[config.mk]
export PLATFORM = sky130hd
export DESIGN_NAME = knn_ctrl
export DESIGN_NICKNAME = d
export VERILOG_FILES = /design/src/design/knn_pkg.sv /design/src/design/knn_ctrl.sv
export SDC_FILE = /design/constraint.sdc
export NUM_CORES = 1
export LEC_CHECK = 0
export BUFFER_PORTS_ARGS = -buffer_cell sky130_fd_sc_hd__buf_2
export CAP_MARGIN = 40
export CORE_AREA = 2 2 39 41
export DETAILED_ROUTE_END_ITERATION = 10
export DIE_AREA = 0 0 41 43
export GPL_TIMING_DRIVEN = 0
export HOLD_SLACK_MARGIN = 0.08
export PLACE_DENSITY = 0.62
export SLEW_MARGIN = 30
export SYNTH_ARGS = -nofsm -noshare
export SYNTH_HDL_FRONTEND = slang
export SYNTH_SLANG_ARGS = --single-unit
[constraint.sdc]
create_clock -name clk -period 1.7 [get_ports clk]
set_clock_uncertainty 0.05 [all_clocks]
set_input_delay 0.085 -clock clk [delete_from_list [all_inputs] [get_ports clk]]
set_output_delay 0.085 -clock clk [all_outputs]
set_load 0.05 [all_outputs]
[src/design/knn_pkg.sv]
// ----------------------------------------------------------------------------
// knn_pkg
// Shared types, constants and codes for the fingerprint repair unit.
// ----------------------------------------------------------------------------
package knn_pkg;

  localparam int NeighborsDef = 4;
  localparam int RefDepthDef  = 1024;
  localparam int ChannelsDef  = 36;

  localparam int CfgIdxW  = 2;
  localparam int CfgDataW = 16;
  localparam int DistW    = 50;
  localparam int RootW    = 25;
  localparam int WeightW  = 25;
  localparam int WsumW    = 30;
  localparam int AccW     = 62;

  localparam logic [CfgIdxW-1:0] CFG_REF_COUNT = 2'd0;
  localparam logic [CfgIdxW-1:0] CFG_RATIO     = 2'd1;
  localparam logic [CfgIdxW-1:0] CFG_FLOOR     = 2'd2;

  localparam logic [1:0] FUNC_LOAD_POS  = 2'd0;
  localparam logic [1:0] FUNC_LOAD_FP   = 2'd1;
  localparam logic [1:0] FUNC_LOAD_MEAS = 2'd2;
  localparam logic [1:0] FUNC_RUN       = 2'd3;

  typedef struct packed {
    logic [1:0]         func;
    logic [9:0]         entry_index;
    logic [5:0]         channel_index;
    logic [31:0]        intensity;
    logic signed [23:0] coord_x;
    logic signed [23:0] coord_y;
  } knn_in_t;

  typedef struct packed {
    logic [5:0]  channel_out;
    logic [31:0] repaired_intensity;
    logic        was_replaced;
    logic [5:0]  replaced_total;
    logic        last;
  } knn_out_t;

  typedef enum logic [3:0] {
    ST_IDLE,
    ST_SCAN,
    ST_ROOT,
    ST_WDIV,
    ST_ACC,
    ST_EDIV,
    ST_CMP,
    ST_EMIT
  } knn_state_t;

  // Commands from the controller to the datapath.
  typedef struct packed {
    logic do_load;    // capture the accepted item and perform a load
    logic run_start;  // clear neighbor list, latch query
    logic scan_step;  // advance the candidate scan
    logic root_start;
    logic root_step;
    logic wdiv_start;
    logic wdiv_step;
    logic acc_start;
    logic acc_step;
    logic ediv_start;
    logic ediv_step;
    logic cmp_step;
    logic emit;       // load output register
  } knn_cmd_t;

  typedef struct packed {
    logic scan_done;
    logic root_done;
    logic wdiv_done;
    logic acc_done;
    logic ediv_done;
    logic nb_last;    // current neighbor slot is the last one
    logic ch_last;    // current channel is the last one
  } knn_sts_t;

endpackage

[src/design/knn_ctrl.sv]
// ----------------------------------------------------------------------------
// knn_ctrl
// Sequencer for loads and runs: scan, per-neighbor root and weight, weighted
// accumulation, per-channel division, compare and emit.
// ----------------------------------------------------------------------------
module knn_ctrl
  import knn_pkg::*;
(
  input  logic     clk,
  input  logic     rst,
  input  logic     in_valid,
  input  logic [1:0] in_func,
  output logic     in_ready,
  input  logic     out_busy,
  input  knn_sts_t sts,
  output knn_cmd_t cmd
);

  knn_state_t state, state_next;

  always_ff @(posedge clk) begin
    if (rst) begin
      state <= ST_IDLE;
    end else begin
      state <= state_next;
    end
  end

  always_comb begin
    state_next = state;
    cmd        = '0;
    in_ready   = 1'b0;
    unique case (state)
      ST_IDLE: begin
        in_ready = 1'b1;
        if (in_valid) begin
          if (in_func == FUNC_RUN) begin
            cmd.run_start = 1'b1;
            state_next    = ST_SCAN;
          end else begin
            cmd.do_load = 1'b1;
          end
        end
      end
      ST_SCAN: begin
        cmd.scan_step = 1'b1;
        if (sts.scan_done) begin
          cmd.root_start = 1'b1;
          state_next     = ST_ROOT;
        end
      end
      ST_ROOT: begin
        cmd.root_step = 1'b1;
        if (sts.root_done) begin
          cmd.wdiv_start = 1'b1;
          state_next     = ST_WDIV;
        end
      end
      ST_WDIV: begin
        cmd.wdiv_step = 1'b1;
        if (sts.wdiv_done) begin
          if (sts.nb_last) begin
            cmd.acc_start = 1'b1;
            state_next    = ST_ACC;
          end else begin
            cmd.root_start = 1'b1;
            state_next     = ST_ROOT;
          end
        end
      end
      ST_ACC: begin
        cmd.acc_step = 1'b1;
        if (sts.acc_done) begin
          cmd.ediv_start = 1'b1;
          state_next     = ST_EDIV;
        end
      end
      ST_EDIV: begin
        cmd.ediv_step = 1'b1;
        if (sts.ediv_done) begin
          state_next = ST_CMP;
        end
      end
      ST_CMP: begin
        cmd.cmp_step = 1'b1;
        state_next   = ST_EMIT;
      end
      ST_EMIT: begin
        if (!out_busy) begin
          cmd.emit = 1'b1;
          if (sts.ch_last) begin
            state_next = ST_IDLE;
          end else begin
            cmd.acc_start = 1'b1;
            state_next    = ST_ACC;
          end
        end
      end
      default: state_next = ST_IDLE;
    endcase
  end

endmodule

# After elaboration in Yosys (flattened, before gate mapping)
# Index checks and enable logic that the tools add are counted.
dict set report op_classes {
  n_eq_ne 16
  muxes 35
  reduce_logical 2
}
# operator count
set ops {}
lappend ops {{4-bit 2-to-1 mux} 8}
lappend ops {{4-bit case mux with 8 select lines} 1}
lappend ops {{1-bit 2-to-1 mux} 18}
lappend ops {{4-bit by 3-bit equality test with 1-bit output, second input constant} 4}
lappend ops {{2-bit inequality test, second input constant} 8}
lappend ops {{4-bit by 2-bit equality test with 1-bit output, second input constant} 2}
lappend ops {{2-bit 2-to-1 mux} 4}
lappend ops {{8-bit AND reduction} 1}
lappend ops {{3-bit 2-to-1 mux} 2}
lappend ops {{4-bit by 1-bit equality test with 1-bit output, second input constant} 1}
lappend ops {{4-bit logical NOT} 1}
lappend ops {{1-bit case mux with 2 select lines} 2}
lappend ops {{2-bit equality test, second input constant} 1}
dict set report word_totals {
  reg_bits 4
  input_bits 13
  word_cells 54
}

# Depth between registers and ports, before layout
# Gate-level depths: netlist (run 1).
dict set report depth {
  word_depth 4
  ltp_mapped 5
  ltp_nobuf 4
}

# Worst setup path after synthesis (run 1)
# OpenSTA, ideal clock, no wires.
dict set report synth_timing {
  kind {register to output}
  from {reg state[0]}
  to {out cmd[12] (netlist name)}
  arrival_ps 2557
  slack_ps -992
  path_stages_with_launch 5
  path_cell_list {dfxtp_1 > buf_6 > nor3_1 > nand2_1 > a21oi_1}
}
# item line
set synth_lines {}
lappend synth_lines {{start: declaration} knn_ctrl.sv:19} ;# knn_state_t state, state_next;
lappend synth_lines {{start signal: assignment} knn_ctrl.sv:25} ;# state <= state_next;
lappend synth_lines {{end: declaration} knn_ctrl.sv:16} ;# output knn_cmd_t cmd

==> metrics, run 1 <==
status finished, final reports clean; fin worst setup slack 0.103 ns; Cells after DPL 95; number of synthesized flops with an enable pin 0; Biggest register state; WS Path Type reg2out; RSZ-0062 raised after global routing no; CTS buffer count 3; area grow syn2layout 59.6%; hold_sp rst; Nets 97; relative slew slack 78.9%; syn nets 66; H-tree levels 1; pre-CTS setup slack 0.133 ns; row count 14; worst skew pair latency 0.22 ns; FF-to-FF Start state[0]; global route overflow 0; Via-to-Cell Ratio 4.62; final core occ 40.7%; deepest clock path buffer count 2; R2R Setup Slk 0.14 ns; Die H 43 um; Final Hold Fails 0; Ys Warns 0; core area 1380 sq um; input/output buffers 26; detailed placement HPWL 777 um; DR pass1 iterations 2; Cell Chain, Critical Path clkbuf_4 -> nor3b_4 -> and2_4 -> buf_2; dominant cell type by area after synthesis dfxtp_1; combinational share of power 66.9%; power share of the sequential group 15.2%; ys async rst share 0%; Synth Area per Inst 6.66 sq um; Startpoint Class flop; Netlist cell types 25; leakage 0.000283 uW; Reg2Reg Depth 5; Ports 27; clock sinks 3; postcts setup bufs 0; crit path time final 1.60 ns; WP data arrival 1.46 ns; CP max-delay cell dfxtp_1; n_diodes 0; worst-path fanout max 10; cells after synthesis 53; gp weighted congestion 0.790; per-cell routed wire length 9.55 um; number of routed nets with antenna violations 0; layout cell share with drive strength beyond 1 49.4%; die width 41 um; worst hold endpoint state[2]; hold path cells 3; setup TNS 0 ns; initial antenna violation count 0; max reg flops 3; pin count of the biggest net entering global routing 11; top cells by area, synth dfxtp_1 (17%), nor2_1 (14%), mux2_1 (6.4%), nand2b_1 (5.3%), a21oi_1 (4.3%); Setup crit end kind output port; Via Count 457; Least-Margin Pin Slew 0.308 ns; Yosys reg bits 3; switching power total 352 uW; total power 666 uW; # Max-Cap Violations 0; CTS tree done; root buffer cell clkbuf_4; Internal Pwr Total 314 uW; # setup viols final 0; main flop type after synthesis dfxtp_1; Switching Fraction 52.8%; final std cells w/o fill 99; Initial Utilization 25.5%; DR iter-0 viols 1; Worst Hold Class in2reg; first-pass GRT wire length 1.58 mm; Max Freq 0.626 GHz; R2R Path End state[0]; Seq/Total Area, Yosys 17.0%; Routed WL 945 um; PwrDens 1180 nW/um^2; Worst VDD drop 0.599 mV; final worst-path cycle share 93.9%; die area 1760 sq um; Worst EP required 1.56 ns; Regs by FF count state x3; mapped cell area 353 sq um; number of global-route vias before repair 387; most frequent cells after synthesis nor2_1 (13), nand2_1 (4); # fillers 151; drc violations 0; Slew Viols, Final 0; Reg clk slew, reported paths 0.03 ns; Clk pwr share 17.9%; Synth top area share 17.0%; most common cell in the netlist nor2_1; Total GRT Usage 12.7%; CP max stage delay 0.42 ns
-- cells in the final DEF, fill, tap and decap left out --
master / n
a21oi_2: 1
o2111ai_2: 1
nand2b_1: 3
a31oi_1: 1
a2111oi_0: 1
nor2_1: 12
and3_1: 1
and2_4: 1
clkbuf_1: 1
or3_1: 2
dfxtp_1: 3
a21oi_1: 2
nor3b_2: 1
buf_6: 1
mux2_1: 2
nor3_2: 1
nor3_1: 2
nand3b_1: 2
nor2b_1: 1
o21a_1: 1
nor2_2: 1
clkbuf_4: 4
nand4_1: 1
inv_4: 1
nand2_1: 4
buf_2: 27
nand2_2: 1
nand3_1: 1
nor3b_4: 1
a41oi_1: 1
and2_1: 1
-- what timing repair did --
item                       CTS  global route
hold buffers                 0             0
gates resized for setup      1             2
setup endpoints to repair    1             1
cloned                       0             0
-- layer usage --
| layer | global-route usage, % | routed length, um | vias up | part of all wire, % |
|---|---|---|---|---|
| li1 | - | - | 248 | - |
| met1 | 16.6 | 431 | 191 | 46 |
| met2 | 19.7 | 430 | 18 | 46 |
| met3 | 6.28 | 82 | 0 | 8.7 |
| met4 | 0 | 0 | 0 | 0 |
| met5 | 0 | 0 | - | 0 |
-- power groups by stage --
stage / Combinational, uW / Sequential, uW / Clock, uW
6_report: 446 / 101 / 120
3_3_place_gp: 440 / 102 / 0
5_1_grt: 485 / 104 / 137
2_1_floorplan: 356 / 99.4 / 0
3_5_place_dp: 444 / 102 / 0
4_1_cts: 446 / 101 / 128
-- kinds of logic after synthesis --
family	after synthesis	share of synthesized area, %
simple gates	36	51.8
mux	2	6.38
buf+inv	4	7.45
flops	3	17.0
compound gates	8	17.4
-- metrics by stage --
step / hold slack [ns] / area, sq um
2_1_floorplan: 0.193 / 383
3_3_place_gp: 0.359 / 533
3_5_place_dp: 0.366 / 533
4_1_cts: 0.123 / 561
5_1_grt: 0.133 / 563
6_report: 0.130 / 563
-- final cells by class --
class,count,area (sq um),area share [%]
clock buffers,4,26.3,4.67
well taps,16,20.0,3.56
multi-input cells,46,297,52.7
inverters,1,6.26,1.11
plain buffers,3,23.8,4.22
flip-flops and latches,3,60.1,10.7
repair buffers,26,130,23.1
-- worst max path at each step --
stage                         from  endpoint  slack (ns)  cells after the start
after floorplan           state[0]   cmd[12]       -0.23                      4
after global placement    state[0]  state[0]        0.15                      5
after detailed placement  state[0]  state[0]        0.13                      5
after CTS                 state[1]    cmd[7]        0.05                      4
after global routing      state[1]    cmd[7]       0.007                      4
final                     state[1]    cmd[7]        0.10                      4
-- critical path: cells and delay by family (launching register included) --
kind | cells | cell delay (ns)
buffers and inverters | 2 | 0.48
DFF | 1 | 0.42
and+or+nand+nor | 2 | 0.34
(Power assumes the default switching activity.)
==> run 2, diff against run 1 <==
--- a/config.mk
+++ b/config.mk
@@ -13,6 +13,7 @@
 export GPL_TIMING_DRIVEN = 0
 export HOLD_SLACK_MARGIN = 0.08
 export PLACE_DENSITY = 0.62
+export REMOVE_ABC_BUFFERS = 1
 export SLEW_MARGIN = 30
 export SYNTH_ARGS = -nofsm -noshare
 export SYNTH_HDL_FRONTEND = slang
==> metrics, run 2 (synthesis gave the netlist of run 1 again) <==
# setup viols final 0; Biggest register state; number of global-route vias before repair 397; die width 41 um; area grow syn2layout 45.4%; fin worst setup slack 0.134 ns; area of the multi-input gates 267 sq um; Internal Pwr Total 282 uW; PwrDens 1210 nW/um^2; Via-to-Cell Ratio 4.64; # Max-Cap Violations 0; switching power total 338 uW; hold_buf cts 0; hold path cells 3; combinational share of power 57.3%; # fillers 160; Regs by FF count state x3; Cell Chain, Critical Path nand2b_1 -> or3_1 -> o2111ai_2 -> mux2_1; hold_sp rst; root buffer cell clkbuf_4; Slew Viols, Final 0; pre-CTS setup slack -0.0190 ns; final worst-path cycle share 92.1%; R2R Path End state[1]; layout cell share with drive strength beyond 1 43.8%; pin count of the biggest net entering global routing 16; power share of the sequential group 22.6%; die area 1760 sq um; first-pass GRT wire length 1.47 mm; detailed placement HPWL 709 um; Final Hold Fails 0; worst-path fanout max 15; deepest clock path buffer count 2; row count 14; number of routed nets with antenna violations 0; R2R Setup Slk 0.13 ns; most common cell after layout, fill and taps aside buf_2; Seq. cell area 63.8 sq um; worst skew pair latency 0.23 ns; per-cell routed wire length 9.54 um; CP max-delay cell dfxtp_2; Worst Hold Class in2reg; Total GRT Usage 11.9%; Switching Fraction 54.5%; Cells after DPL 92; max reg flops 3; DR pass1 iterations 2; worst hold endpoint state[2]; Max Freq 0.638 GHz; WP data arrival 1.63 ns; WS Path Type reg2reg; Die H 43 um; clock sinks 3; drc violations 0; Via Count 445; Reg2Reg Depth 4; Initial Utilization 25.5%; global route overflow 0; CTS buffer count 3; postcts setup bufs 0; CTS tree done; leakage 0.000263 uW; Least-Margin Pin Slew 0.295 ns; Worst EP required 1.76 ns; DR iter-0 viols 6; final core occ 37.1%; Reg clk slew, reported paths 0.04 ns; initial antenna violation count 0; core area 1380 sq um; RSZ-0062 raised after global routing no; CP max stage delay 0.45 ns; final std cells w/o fill 96; status finished, final reports clean; n_diodes 0; relative slew slack 79.8%; Routed WL 916 um; Nets 94; Ports 27; Clk pwr share 20.1%; most frequent cells in the layout buf_2 (26), nor2_1 (13), nand2_1 (4); gp weighted congestion 0.738; Setup crit end kind flop; hold slack 0.122 ns; crit path time final 1.57 ns; Worst VDD drop 0.463 mV; Startpoint Class flop; input/output buffers 26; H-tree levels 1; FF-to-FF Start state[2]
[run 2: cell count changes in the layout (fill, tap and decap cells not counted), sizes merged]
| cell | change |
|---|---|
| buf | -2 |
| clkbuf | -1 |
[run 2: layout make-up]
cell class                 count  area share, %
multi-input combinational     46           52.0
timing repair buffer          26           25.4
sequential                     3           12.4
clock buffer                   4           5.12
tap                           16           3.90
inverter                       1           1.22
[run 2: critical path: cells and delay by family (launching register included)]
| family | cells | cell delay [ns] |
|---|---|---|
| AND/OR/NAND/NOR | 2 | 0.47 |
| multiplexers | 1 | 0.35 |
| AO/OA/AOI/OAI | 1 | 0.12 |
| flip-flops | 1 | 0.45 |
[run 2: power by group through the flow]
stage,sequential [uW],clock (uW),combinational [uW]
after floorplan,124,0,286
after global placement,135,0,359
after detailed placement,137,0,360
after CTS,137,131,361
after global routing,146,132,388
final,140,124,356
[run 2: stage by stage]
step / total power [uW] / TNS, ns / cell area, sq um
after global placement: 494 / -0.0217 / 483
after CTS: 629 / 0 / 512
after global routing: 665 / 0 / 513
final: 620 / 0 / 513
after floorplan: 410 / -5.34 / 333
after detailed placement: 496 / -0.0289 / 483
[run 2: how the worst max path moves through the flow]
stage / depth (start not counted) / slack (ns) / start / to
after CTS: 4 / 0.005 / state[0] / state[1]
after floorplan: 3 / -1.04 / state[1] / cmd[12]
after global routing: 4 / 0.03 / state[1] / cmd[12]
final: 4 / 0.13 / state[2] / state[1]
after global placement: 4 / -0.01 / state[2] / state[0]
after detailed placement: 4 / -0.02 / state[2] / state[1]
[run 2: per-layer routing]
metal	vias up	track usage, %	wire length, um	share of wire [%]
li1	239	-	-	-
met4	0	8.00	0	0
met3	0	1.57	37	4.0
met2	9	18.4	473	52
met5	-	0	0	0
met1	197	14.4	404	44
[run 2: repair_timing]
item,CTS,global route
endpoints found under the setup margin,2,2
gates cloned,0,0
gates resized for setup,2,1
==> run 3, diff against run 2 <==
--- a/config.mk
+++ b/config.mk
@@ -5,6 +5,7 @@
 export SDC_FILE = /design/constraint.sdc
 export NUM_CORES = 1
 export LEC_CHECK = 0
+export ABC_AREA = 1
 export BUFFER_PORTS_ARGS = -buffer_cell sky130_fd_sc_hd__buf_2
 export CAP_MARGIN = 40
 export CORE_AREA = 2 2 39 41
@@ -12,7 +13,7 @@
 export DIE_AREA = 0 0 41 43
 export GPL_TIMING_DRIVEN = 0
 export HOLD_SLACK_MARGIN = 0.08
-export PLACE_DENSITY = 0.62
+export PLACE_DENSITY = 0.66
 export REMOVE_ABC_BUFFERS = 1
 export SLEW_MARGIN = 30
 export SYNTH_ARGS = -nofsm -noshare
==> metrics, run 3 <==
status finished, final reports clean; Max Freq 0.636 GHz; Reg clk slew, reported paths 0.04 ns; Yosys reg bits 3; grt met3 use 1.57%; layout cell share with drive strength beyond 1 43.4%; Worst EP required 1.56 ns; number of routed nets with antenna violations 0; Synth Area in Simple Gates 56.0%; number of synthesized flops with an enable pin 0; total power 440 uW; pin count of the biggest net entering global routing 11; input/output buffers 26; Most Crowded Layer GR met2; Biggest register state; Routed WL 982 um; die area 1760 sq um; Synth top area share 15.1%; gp weighted congestion 0.781; final worst-path cycle share 92.5%; per-cell routed wire length 8.54 um; CP startpoint state[2]; DR iter-0 viols 6; H-tree levels 1; Least-Margin Pin Slew 0.409 ns; drc violations 0; crit path time final 1.57 ns; WP data arrival 1.44 ns; Total GRT Usage 12.3%; Setup crit end kind output port; worst skew pair latency 0.23 ns; CP max stage delay 0.56 ns; row count 14; Final Hold Fails 0; Via Count 513; # Max-Cap Violations 0; max reg flops 3; Ports 27; number of global-route vias before repair 416; grt met1 use 17.0%; CTS tree done; setup TNS 0 ns; Synth Area in Compound Gates 11.0%; cells after synthesis 70; hold_sp sts[1]; root buffer cell clkbuf_4; first-pass GRT wire length 1.53 mm; most frequent cells in the layout buf_2 (25), nand2_1 (15), inv_1 (12); Die H 43 um; Synth Area in Adders 0%; core area 1380 sq um; DR pass1 iterations 4; area of the multi-input gates 269 sq um; initial antenna violation count 0; Worst Hold Class in2reg; largest family of logic cells by synthesized area simple AND/OR/NAND/NOR gates; FF-to-FF Start state[2]; CTS buffer count 3; postcts setup bufs 0; Netlist cell types 19; dominant cell type by area after synthesis dfxtp_1; Ys Warns 0; most common cell after layout, fill and taps aside buf_2; deepest clock path buffer count 2; Regs by FF count state x3; worst-path fanout max 10; most frequent cells after synthesis nand2_1 (15), inv_1 (12), nand3_1 (9); most common cell in the netlist nand2_1; area grow syn2layout 44.0%; Initial Utilization 28.8%; Worst VDD drop 0.350 mV; # fillers 166; Crit path buffers/inverters 1; ys async rst share 0%; RSZ-0062 raised after global routing no; Crit path max-delay family flip-flops; global route overflow 0; detailed placement HPWL 779 um; Cell Chain, Critical Path nand2_1 -> o32ai_1 -> clkbuf_4; leakage 0.000340 uW; main flop type after synthesis dfxtp_1; Seq/Total Area, Yosys 15.1%; Nets 113; Startpoint Class flop; Slew Viols, Final 0; Synth Area per Inst 5.68 sq um; die width 41 um; CP max-delay cell dfxtp_1; WS Path Type reg2out; met2 usage 18.1%; fraction of synthesized cell area in xor and xnor cells 0%; # setup viols final 0; top cells by area, synth dfxtp_1 (15%), nand2_1 (14%), nand3_1 (11%), inv_1 (11%), nor2_4 (8.5%); mux contribution to synthesized area 0%; PwrDens 768 nW/um^2; relative slew slack 72.7%; Via-to-Cell Ratio 4.46; Seq. cell area 62.6 sq um; mapped cell area 398 sq um; clock sinks 3; n_diodes 0
## run 3: changes by cell type after synthesis, moves of 3 or more
cell,delta
nor2_1,-5
nor2_4,+3
nand2b_1,-3
inv_1,+12
nand2_1,+11
nand3_1,+8
## run 3: final timing paths
path	cells past startpoint	to	slack (ns)
setup / recovery	3	cmd[5]	0.13
hold / removal	5	state[2]	0.23
setup reg to reg	6	state[0]	0.27
hold reg to reg	2	state[1]	0.48
## run 3: layout make-up
type                       instances  share of cell area, %
multi-input combinational         51                   46.9
timing repair buffer              27                   24.9
sequential                         3                   10.9
inverter                          14                   9.17
clock buffer                       4                   4.59
tap                               16                   3.49
## run 3: timing repair
item,4_1_cts,5_1_grt
gates resized for setup,0,4
endpoints found under the setup margin,0,4
hold buffers,1,0
endpoints found under the hold margin,3,0
## run 3: logic make-up after synthesis
logic type / after synthesis
and+or+nand+nor: 44
buffers and inverters: 16
DFF: 3
AOI/OAI and AO/OA: 7
## run 3: worst register-to-register path: cells and delay by family, from the launching register on
family          cells  cell delay, ns
simple gates        4            0.46
flops               1            0.56
buf+inv             1            0.14
compound gates      1            0.14
## run 3: metal layers
metal | part of all wire [%] | up-vias
met5 | 0 | -
met3 | 7.5 | 0
met1 | 44 | 214
li1 | - | 282
met4 | 0 | 0
met2 | 48 | 17
## run 3: where the power goes
group	total (uW)	leakage, uW	internal [uW]	switching [uW]
combinational	221	0.000300	62.5	159
clock	124	0.0000150	87.9	35.7
sequential	95.3	0.0000252	78.8	16.5
total	440	0.000340	229	211
## run 3: through the flow
stage          instances  instance area, sq um  worst slack, ns  utilization (%)  hold slack (ns)
2_1_floorplan         68                   379           -0.366                -            0.104
3_3_place_gp         110                   529            0.267             38.2            0.228
3_5_place_dp         110                   529            0.264             38.2            0.234
4_1_cts              115                   566          0.00511             40.9            0.224
5_1_grt              115                   573           0.0161             41.4            0.251
6_report             115                   573            0.127             41.4            0.229
